==> src/rtl/islip_pkg.sv <==
// shared constants and types for the islip crossbar arbiter
package islip_pkg;

   localparam int FIELD_PORTS    = 8;
   localparam int IDX_W          = 3;
   localparam int PORT_COUNT_DEF = 8;

   typedef struct packed {
      logic             hit;
      logic [IDX_W-1:0] winner;
   } grant_type;

endpackage

==> src/rtl/islip_lane.sv <==
// one output port's round-robin grant lane with its own pointer
module islip_lane #(
   parameter int PORT_COUNT = islip_pkg::PORT_COUNT_DEF,
   parameter int LANE_ID    = 0
) (
   input  logic                                                clock,
   input  logic                                                reset,
   input  logic                                                advance,
   input  logic [islip_pkg::FIELD_PORTS-1:0]                   req_request_mask,
   input  logic [islip_pkg::FIELD_PORTS*islip_pkg::IDX_W-1:0]  req_request_targets,
   output islip_pkg::grant_type                                grant
);

   localparam int LANES = (PORT_COUNT < islip_pkg::FIELD_PORTS) ?
                          PORT_COUNT : islip_pkg::FIELD_PORTS;
   localparam int IW    = islip_pkg::IDX_W;

   logic [IW-1:0]                     pointer_ff;
   logic [IW-1:0]                     pointer_in;
   logic [islip_pkg::FIELD_PORTS-1:0] lane_req;
   logic [IW:0]                       scan_idx;
   logic                              found;
   logic [IW-1:0]                     winner;

   // inputs whose head-of-line item is bound for this output
   always_comb begin
      for (int i = 0; i < islip_pkg::FIELD_PORTS; i++) begin
         lane_req[i] = (i < LANES) && req_request_mask[i] &&
                       (req_request_targets[i*IW +: IW] == IW'(LANE_ID));
      end
   end

   // scan from the pointer downwards in priority so the nearest request wins
   always_comb begin
      found    = 1'b0;
      winner   = '0;
      scan_idx = '0;
      for (int k = LANES - 1; k >= 0; k--) begin
         scan_idx = {1'b0, pointer_ff} + (IW+1)'(k);
         if (scan_idx >= (IW+1)'(LANES)) begin
            scan_idx = scan_idx - (IW+1)'(LANES);
         end
         if (lane_req[scan_idx[IW-1:0]]) begin
            found  = 1'b1;
            winner = scan_idx[IW-1:0];
         end
      end
   end

   always_comb begin
      pointer_in = pointer_ff;
      if (advance && found) begin
         if (winner == IW'(LANES - 1)) begin
            pointer_in = '0;
         end else begin
            pointer_in = winner + IW'(1);
         end
      end
   end

   always_ff @(posedge clock) begin
      if (reset) begin
         pointer_ff <= '0;
      end else begin
         pointer_ff <= pointer_in;
      end
   end

   assign grant.hit    = found;
   assign grant.winner = winner;

endmodule

==> src/rtl/islip_merge.sv <==
// merges the per-output grants into the served, matched and winner fields
module islip_merge (
   input  islip_pkg::grant_type                                grants [islip_pkg::FIELD_PORTS],
   output logic [islip_pkg::FIELD_PORTS-1:0]                   served_mask,
   output logic [islip_pkg::FIELD_PORTS-1:0]                   output_matched_mask,
   output logic [islip_pkg::FIELD_PORTS*islip_pkg::IDX_W-1:0]  output_winner
);

   always_comb begin
      served_mask         = '0;
      output_matched_mask = '0;
      output_winner       = '0;
      for (int j = 0; j < islip_pkg::FIELD_PORTS; j++) begin
         if (grants[j].hit) begin
            output_matched_mask[j]                             = 1'b1;
            served_mask[grants[j].winner]                      = 1'b1;
            output_winner[j*islip_pkg::IDX_W +: islip_pkg::IDX_W] = grants[j].winner;
         end
      end
   end

endmodule

==> src/rtl/islip_crossbar_arbiter_core.sv <==
// single-iteration islip matching core: grant lanes, merge and output skid
// an accepted result is registered in the output register, or in the skid register while the output is stalled
// throughput: one item per cycle while req_stall is low; each granting output's pointer updates in the accept cycle
// req_stall rises only when the skid register holds an item behind a stalled result
// reset (synchronous, active high) zeroes all grant pointers and empties both stages
module islip_crossbar_arbiter_core #(
   parameter int PORT_COUNT = islip_pkg::PORT_COUNT_DEF
) (
   input  logic                                                clock,
   input  logic                                                reset,
   input  logic                                                req_valid,
   output logic                                                req_stall,
   input  logic [islip_pkg::FIELD_PORTS-1:0]                   req_request_mask,
   input  logic [islip_pkg::FIELD_PORTS*islip_pkg::IDX_W-1:0]  req_request_targets,
   output logic                                                rsp_valid,
   input  logic                                                rsp_stall,
   output logic [islip_pkg::FIELD_PORTS-1:0]                   rsp_served_mask,
   output logic [islip_pkg::FIELD_PORTS-1:0]                   rsp_output_matched_mask,
   output logic [islip_pkg::FIELD_PORTS*islip_pkg::IDX_W-1:0]  rsp_output_winner
);

   localparam int LANES = (PORT_COUNT < islip_pkg::FIELD_PORTS) ?
                          PORT_COUNT : islip_pkg::FIELD_PORTS;
   localparam int FP    = islip_pkg::FIELD_PORTS;
   localparam int WW    = islip_pkg::FIELD_PORTS * islip_pkg::IDX_W;

   islip_pkg::grant_type grants [FP];

   logic          accept;
   logic [FP-1:0] new_served;
   logic [FP-1:0] new_matched;
   logic [WW-1:0] new_winner;

   logic          main_valid_ff;
   logic [FP-1:0] main_served_ff;
   logic [FP-1:0] main_matched_ff;
   logic [WW-1:0] main_winner_ff;
   logic          skid_valid_ff;
   logic [FP-1:0] skid_served_ff;
   logic [FP-1:0] skid_matched_ff;
   logic [WW-1:0] skid_winner_ff;

   assign req_stall = skid_valid_ff;
   assign accept    = req_valid && !skid_valid_ff;

   for (genvar j = 0; j < FP; j++) begin : g_lane
      if (j < LANES) begin : g_active
         islip_lane #(
            .PORT_COUNT (PORT_COUNT),
            .LANE_ID    (j)
         ) u_lane (
            .clock               (clock),
            .reset               (reset),
            .advance             (accept),
            .req_request_mask    (req_request_mask),
            .req_request_targets (req_request_targets),
            .grant               (grants[j])
         );
      end else begin : g_unused
         assign grants[j] = '0;
      end
   end

   islip_merge u_merge (
      .grants              (grants),
      .served_mask         (new_served),
      .output_matched_mask (new_matched),
      .output_winner       (new_winner)
   );

   // control state of the output register and skid stage
   always_ff @(posedge clock) begin
      if (reset) begin
         main_valid_ff <= 1'b0;
         skid_valid_ff <= 1'b0;
      end else if (!main_valid_ff || !rsp_stall) begin
         if (skid_valid_ff) begin
            main_valid_ff <= 1'b1;
            skid_valid_ff <= 1'b0;
         end else begin
            main_valid_ff <= accept;
         end
      end else if (accept) begin
         skid_valid_ff <= 1'b1;
      end
   end

   // payload needs no reset
   always_ff @(posedge clock) begin
      if (!main_valid_ff || !rsp_stall) begin
         if (skid_valid_ff) begin
            main_served_ff  <= skid_served_ff;
            main_matched_ff <= skid_matched_ff;
            main_winner_ff  <= skid_winner_ff;
         end else if (accept) begin
            main_served_ff  <= new_served;
            main_matched_ff <= new_matched;
            main_winner_ff  <= new_winner;
         end
      end else if (accept) begin
         skid_served_ff  <= new_served;
         skid_matched_ff <= new_matched;
         skid_winner_ff  <= new_winner;
      end
   end

   assign rsp_valid               = main_valid_ff;
   assign rsp_served_mask         = main_served_ff;
   assign rsp_output_matched_mask = main_matched_ff;
   assign rsp_output_winner       = main_winner_ff;

   // each grant serves exactly one distinct input
   a_match_count : assert property (@(posedge clock) disable iff (reset)
      rsp_valid |-> ($countones(rsp_served_mask) == $countones(rsp_output_matched_mask)))
      else $error("served and matched counts differ");

   // skid only fills behind a held result
   a_skid_order : assert property (@(posedge clock) disable iff (reset)
      skid_valid_ff |-> main_valid_ff)
      else $error("skid holds an item with the output register empty");

   // a stalled result with a new item accepted must land in the skid
   a_skid_fill : assert property (@(posedge clock) disable iff (reset)
      (main_valid_ff && rsp_stall && accept) |=> skid_valid_ff)
      else $error("item lost behind a stalled result");

endmodule

==> config.mk <==
export PLATFORM = sky130hd
export DESIGN_NAME = islip_crossbar_arbiter_core
export DESIGN_NICKNAME = d
export VERILOG_FILES = /design/src/rtl/islip_pkg.sv /design/src/rtl/islip_lane.sv /design/src/rtl/islip_merge.sv /design/src/rtl/islip_crossbar_arbiter_core.sv
export SDC_FILE = /design/constraint.sdc
export NUM_CORES = 1
export LEC_CHECK = 0
export BUFFER_PORTS_ARGS = -buffer_cell sky130_fd_sc_hd__buf_4
export CELL_PAD_IN_SITES_DETAIL_PLACEMENT = 1
export CELL_PAD_IN_SITES_GLOBAL_PLACEMENT = 1
export CORE_UTILIZATION = 52
export CTS_CLUSTER_SIZE = 40
export DETAILED_ROUTE_END_ITERATION = 6
export HOLD_SLACK_MARGIN = 0.08
export PLACE_DENSITY_LB_ADDON = 0.1
export SLEW_MARGIN = 30
export SYNTH_ARGS = -nofsm -noshare
export SYNTH_HDL_FRONTEND = slang
export SYNTH_SLANG_ARGS = --single-unit
==> constraint.sdc <==
create_clock -name clock -period 8.05 [get_ports clock]
set_input_delay 1.61 -clock clock [delete_from_list [all_inputs] [get_ports clock]]
set_output_delay 1.61 -clock clock [all_outputs]
set_load 0.02 [all_outputs]
## Word level (Yosys, flattened, before mapping)

Cells that the tools add are included.

- Bits in registers: 106
- Bits of input ports: 36
- Output and inout port bits: 42
- Word-level logic and storage cells: 832

- Add/sub/neg operators: 128
- Magnitude comparators: 144
- Equal/unequal tests: 64
- Muxes and demuxes: 375
- Bitwise operators: 8
- Reduce and logical (&&, ||, !) cells: 97

Operators by type and width:

| kind | count |
|---|---|
| two-way mux 3 bit | 144 |
| < comparator 3 x 4 -> 1 bit, second input constant | 72 |
| >= comparator 4 bit, second input constant | 56 |
| binary-select mux 1 bit (select 3 bit) | 64 |
| subtractor 3 x 1 -> 3 bit, second input constant | 64 |
| two-way mux 1 bit | 145 |
| adder 3 x 3 -> 4 bit, second input constant | 32 |
| == test 3 bit, second input constant | 40 |
| two-way mux 8 bit | 12 |
| logical AND 1 bit | 81 |
| adder 3 x 2 -> 4 bit, second input constant | 16 |
| OR 8 bit | 7 |
| == test 3 x 2 -> 1 bit, second input constant | 16 |
| two-way mux 24 bit | 2 |
| adder 3 x 1 -> 4 bit, second input constant | 8 |
| >= comparator 3 x 4 -> 1 bit, second input constant | 8 |
| adder 3 x 1 -> 3 bit, second input constant | 8 |
| demux 1 bit (select 3 bit) | 8 |
| == test 3 x 1 -> 1 bit, second input constant | 8 |
| >= comparator 3 x 1 -> 1 bit, second input constant | 8 |
| logical NOT 3 bit | 8 |
| AND reduction 2 bit | 2 |
| logical NOT 1 bit | 3 |
| nonzero test 2 bit | 1 |
| other kinds (3) | 3 |

## Logic depth before layout (Yosys ltp)

- Depth in word-level cells: 34
- Mapped depth: 17
- Mapped depth without buffers: 15

## Cells and area by module

A second synthesis with hierarchy kept.

- Cells, all modules: 1456
- Area total of the unflattened synthesis: 14176.1 um^2

Modules (own cells, without submodules):

| module | times used | cells each | area each (um^2) | sequential area each (um^2) |
|---|---|---|---|---|
| islip_lane (g_lane[1].g_active.u_lane ...) | 3 | 155 | 1277.5 | 60.1 |
| islip_crossbar_arbiter_core | 1 | 134 | 3136.8 | 2442.3 |
| islip_lane (g_lane[5].g_active.u_lane ...) | 2 | 162 | 1383.8 | 60.1 |
| islip_lane (g_lane[3].g_active.u_lane) | 1 | 163 | 1416.4 | 60.1 |
| islip_lane (g_lane[0].g_active.u_lane) | 1 | 120 | 1094.8 | 60.1 |
| islip_lane (g_lane[7].g_active.u_lane) | 1 | 122 | 1027.2 | 60.1 |
| islip_merge | 1 | 128 | 900.9 | 0.0 |

## Worst setup path after synthesis

Ideal clock, no wire load.

- Path type: input to register
- Start point: input req_request_mask[4] (netlist name)
- End point: register main_served_ff[0] (netlist: rsp_served_mask[0]), data pin
- Library setup time: 0.259 ns
- Data arrival time: 4.267 ns
- Data required time: 7.791 ns
- Slack: 3.524 ns
- Stages: 10
- Buffers on the path: 1
- Cell sequence: buf_2 > nor4b_4 > a22oi_2 > a21oi_1 > or4b_1 > a21o_1 > or4_4 > nor4b_4 > or4_4 > o31a_1

- Elaborated cells on any way between the ends: 321
- Those cells by class: 16 x order compare; 282 x mux; 7 x bitwise; 16 x reduce/logical

RTL lines:

| element | line | text |
|---|---|---|
| start: declaration | islip_crossbar_arbiter_core.sv:13 | `input logic [islip_pkg::FIELD_PORTS-1:0] req_request_mask,` |
| logical AND 1 bit * | islip_lane.sv:28 | `lane_req[i] = (i < LANES) && req_request_mask[i] &&` |
| binary-select mux 1 bit (select 3 bit) | islip_lane.sv:43 | `if (lane_req[scan_idx[IW-1:0]]) begin` |
| two-way mux 1 bit (implied by the code) | islip_lane.sv:43 |  |
| two-way mux 1 bit (7 in series) | islip_lane.sv:43 |  |
| two-way mux 1 bit * | islip_lane.sv:43 |  |
| net g_lane[0].g_active.u_lane.found | islip_lane.sv:22 | `logic found;` |
| two-way mux 8 bit * | islip_merge.sv:14 | `if (grants[j].hit) begin` |
| OR 8 bit (no line) | n/a |  |
| [... 7 more ...] | n/a |  |
| OR 8 bit (no line) | n/a |  |
| two-way mux 8 bit * | islip_merge.sv:14 |  |
| OR 8 bit (no line) | n/a |  |
| two-way mux 8 bit * | islip_merge.sv:14 |  |
| OR 8 bit (no line) | n/a |  |
| two-way mux 8 bit * | islip_merge.sv:14 |  |
| two-way mux 8 bit * | islip_crossbar_arbiter_core.sv:95 | `end else if (accept) begin` |
| two-way mux 8 bit * | islip_crossbar_arbiter_core.sv:91 | `if (skid_valid_ff) begin` |
| end signal: assignment | islip_crossbar_arbiter_core.sv:92 | `main_served_ff <= skid_served_ff;` |
| end signal: assignment | islip_crossbar_arbiter_core.sv:96 | `main_served_ff <= new_served;` |
| end: declaration | islip_crossbar_arbiter_core.sv:35 | `logic [FP-1:0] main_served_ff;` |

Mark *: on every way through the listed nets, which the timed path passes. The rest lies on a longest branch. The select of a mux whose other input is x is not followed.
A chain may end at the register's enable or synchronous reset.

## Worst setup path after layout

- Start point: register g_lane[4].g_active.u_lane.pointer_ff[1]
- End point: register main_served_ff[0] (netlist: rsp_served_mask[0]), data pin

- Word-level cells in the longest chain between the ends: 27
- Elaborated cells on any way between the ends: 78
- Those cells by class: 15 x add/sub; 10 x order compare; 48 x mux; 4 x bitwise; 1 x reduce/logical

RTL lines:

| element | line | text |
|---|---|---|
| start: declaration | islip_lane.sv:18 | `logic [IW-1:0] pointer_ff;` |
| start signal: assignment | islip_lane.sv:65 | `pointer_ff <= pointer_in;` |
| adder 3 x 3 -> 4 bit | islip_lane.sv:39 | `scan_idx = {1'b0, pointer_ff} + (IW+1)'(k);` |
| >= comparator 4 bit or subtractor 3 x 1 -> 3 bit (tied branches) | islip_lane.sv:40, islip_lane.sv:41 |  |
| two-way mux 3 bit | islip_lane.sv:40 | `if (scan_idx >= (IW+1)'(LANES)) begin` |
| binary-select mux 1 bit (select 3 bit) | islip_lane.sv:43 |  |
| two-way mux 1 bit (implied by the code) | islip_lane.sv:43 |  |
| two-way mux 3 bit (8 in series) | islip_lane.sv:43 |  |
| < comparator 3 x 4 -> 1 bit (implied by the code) or >= comparator 3 x 1 -> 1 bit (tied branches) | islip_merge.sv:16 | `served_mask[grants[j].winner] = 1'b1;` |
| logical AND 1 bit (implied by the code) | islip_merge.sv:16 |  |
| [... 4 more ...] | n/a |  |
| OR 8 bit (no line) | n/a |  |
| two-way mux 8 bit * | islip_merge.sv:14 |  |
| OR 8 bit (no line) | n/a |  |
| two-way mux 8 bit * | islip_merge.sv:14 |  |
| OR 8 bit (no line) | n/a |  |
| two-way mux 8 bit * | islip_merge.sv:14 |  |
| two-way mux 8 bit * | islip_crossbar_arbiter_core.sv:95 |  |
| two-way mux 8 bit * | islip_crossbar_arbiter_core.sv:91 |  |

Mark *: on every way between the ends. The rest lies on a longest branch, timed or not. The select of a mux whose other input is x is not followed.

==> run metrics <==
grt met1 use=47.1%; Hold Vio Cnt, Final=0; # rows=57; cells after synthesis=1,515; maximum clock frequency=191 MHz; Cell variety after synth=107; number of max-cap violations=0; Worst EP arrival=5.35 ns; DR vias/cell=7.12; final instance area=13,700 um2; most used flip-flop cell after synthesis=edfxtp_1; Die Y=159 um; input/output buffers=77; WL/cell=25.3 um; pins over their slew limit=0; Slew HR=32.8%; 1st-iter DRT viols=1,313; count leader, synth=nor2_1; Post-DP Area=13,300 um2; RSZ-0062 raised after global routing=no; residual DRC count=0; final setup TNS=0 ns; Hold-fix buffers, CTS=0; sequential share of the synthesized area=22.7%; final setup violation count=0; synth warn=0; CTS tree=built; Least-Margin Pin Slew=1.01 ns; Final #Nets=1,566; Overflow after GRT=0; layout cells sized above 1=15.5%; drt pass-1 iters=5; met2 Usage GRT=58.8%; outcome=finished, final reports clean; Routed Antenna Nets=0; Worst Setup End Kind=flip-flop; total core area=24,200 um2; type of the worst min-delay path=reg -> reg; grt peak-use layer=met2; clock skew=0.00894 ns; top cells by area, synth=edfxtp_1 (19%), mux4_2 (4.4%), dfxtp_1 (4.0%); clk sink count=106; global-route wire length before repair=72.0 mm; net count after synthesis=1,578; routed via count=13,045; Area Overhead vs Synth=6.21%; vias in the first global route=12,596; Post-CTS Resized=0; Total GRT Usage=35.8%; clk root buf=clkbuf_16; Post-synth EDFFs=80; fraction of registers with async set/reset=0%; Commonest cells post-synth=nor2_1 (115), nand2_1 (104), a21oi_1 (80), edfxtp_1 (80), o21ai_0 (78); reg2reg setup slack=2.82 ns; clock slew at reported path FFs=0.08 ns; CP Data Required Time=8.17 ns; Synth Cell Area=12,900 um2; R2R cell count=11; r2r startpoint=g_lane[4].g_active.u_lane.pointer_ff[1]; Lkg Pwr=5.03 nW; peak supply drop=0.000266 V; HPWL after DPL=35.6 mm; dominant cell type by area after synthesis=edfxtp_1; Avg Inst Size Synth=8.48 um2; critical path type=reg -> reg; Starting Density=53.0%; worst-path fanout max=18; end of the critical path=rsp_served_mask[0]; #FFs+latches synth=106; H-tree levels=3; top cell type's share of synthesized area=18.7%; final wirelength=46.3 mm; fin crit share=64.9%; initial antenna violation count=2; gpl congestion=0.971; Setup Buffers After CTS=0; GR Layer Usage met3=6.80%; pin count of the biggest net entering global routing=41; Die W=159 um; die area=25,400 um2; crit path launch=g_lane[4].g_active.u_lane.pointer_ff[1]; CTS Buf Count=9; critical path launch point type=flip-flop; # IOs=78; fin crit period=5.23 ns; clock buffer depth=2; RR Endpoint=rsp_served_mask[0]; PwrDens=423 nW/um2; Clock Latency Late Sink=0.37 ns
-- stage by stage --
| step | power [W] | utilization [%] | hold slack (ns) | worst slack (ns) | cells |
|---|---|---|---|---|---|
| after floorplan | 0.00403 | - | 0.487 | 3.52 | 1515 |
| after global routing | 0.00607 | 56.3 | 0.538 | 2.56 | 1832 |
| after detailed placement | 0.00515 | 54.9 | 0.511 | 2.63 | 1815 |
| final | 0.00577 | 56.3 | 0.513 | 2.82 | 1833 |
| after CTS | 0.00565 | 56.2 | 0.523 | 2.93 | 1831 |
| after global placement | 0.00499 | 54.9 | 0.490 | 2.77 | 1815 |
-- per-layer routing --
metal / up-vias / share of wire (%)
met4: 2 / 3.2
met5: - / 0.028
li1: 5955 / -
met2: 592 / 46
met1: 6391 / 42
met3: 105 / 8.2
-- cell usage in the layout, fill, tap and decap left out, drive strengths merged, types with 23 or more instances in the layout --
master / netlist / final
nor2: 116 / 116
nand2: 104 / 104
o21ai: 90 / 90
buf: 66 / 86
edfxtp: 80 / 80
a21oi: 80 / 80
o22ai: 67 / 67
inv: 60 / 63
mux2i: 42 / 42
nor3: 35 / 35
nand2b: 32 / 32
mux2: 32 / 32
nand3: 32 / 32
nand4b: 27 / 27
ha: 27 / 27
or2: 27 / 27
dfxtp: 26 / 26
mux4: 25 / 25
nand4: 24 / 24
xnor2: 23 / 23
-- sequential cells by signal, summed over array words and instances, names as in the netlist --
register,cells
rsp_output_winner,24
skid_served_ff,8
req_stall,1
g_lane.g_active.u_lane.pointer_ff,24
skid_matched_ff,8
rsp_served_mask,8
skid_winner_ff,24
rsp_valid,1
rsp_output_matched_mask,8
-- area by class of cell --
cell class | count | area, um2
diodes | 1 | 2.50
repair buffers | 87 | 653
flip-flops and latches | 106 | 2920
clock buffers | 10 | 229
multi-input cells | 1236 | 9110
clock inverters | 6 | 85.1
fillers | 2919 | 10600
well taps | 324 | 405
inverters | 63 | 246
-- critical path, stage by stage (launching register included) --
cell and delay, ns:
dfxtp_1 0.70, inv_1 0.31, ha_1 0.89, mux2i_1 0.21, mux4_2 0.50, a22oi_1 0.29, o32ai_1 0.22, nor4b_2 0.41
o2bb2ai_1 0.50, nor3_1 0.12, or4_4 0.57, o31a_1 0.25
-- report_power, final --
group | total (W) | internal (W) | switching [W] | leakage [nW]
clock | 0.000480 | 0.000250 | 0.000230 | 0.150
combinational | 0.00410 | 0.00155 | 0.00255 | 3.91
sequential | 0.00120 | 0.000933 | 0.000263 | 0.976
total | 0.00577 | 0.00273 | 0.00304 | 5.03
-- worst min-delay path by stage --
stage,cells after the start,from,end,slack [ns]
floorplan,2,skid_winner_ff[13],rsp_output_winner[13],0.49
global placement,2,skid_winner_ff[22],rsp_output_winner[22],0.49
detailed placement,2,skid_winner_ff[14],rsp_output_winner[14],0.51
CTS,2,skid_winner_ff[14],rsp_output_winner[14],0.52
global route,2,skid_winner_ff[22],rsp_output_winner[22],0.54
finish,2,skid_winner_ff[14],rsp_output_winner[14],0.51
-- cell families (layout without fill, tap and decap cells) --
kind of cell	Yosys count	after routing	share of synthesized area, %
AND/OR/NAND/NOR	542	542	25.6
AO/OA/AOI/OAI	523	523	28.9
buffers and inverters	173	166	6.65
flip-flops	106	106	22.7
multiplexers	99	99	10.5
XOR/XNOR	45	45	3.07
adder cells (fa/ha/maj)	27	27	2.63
other	0	1	0
No activity file was read; power rests on OpenSTA's default activity.
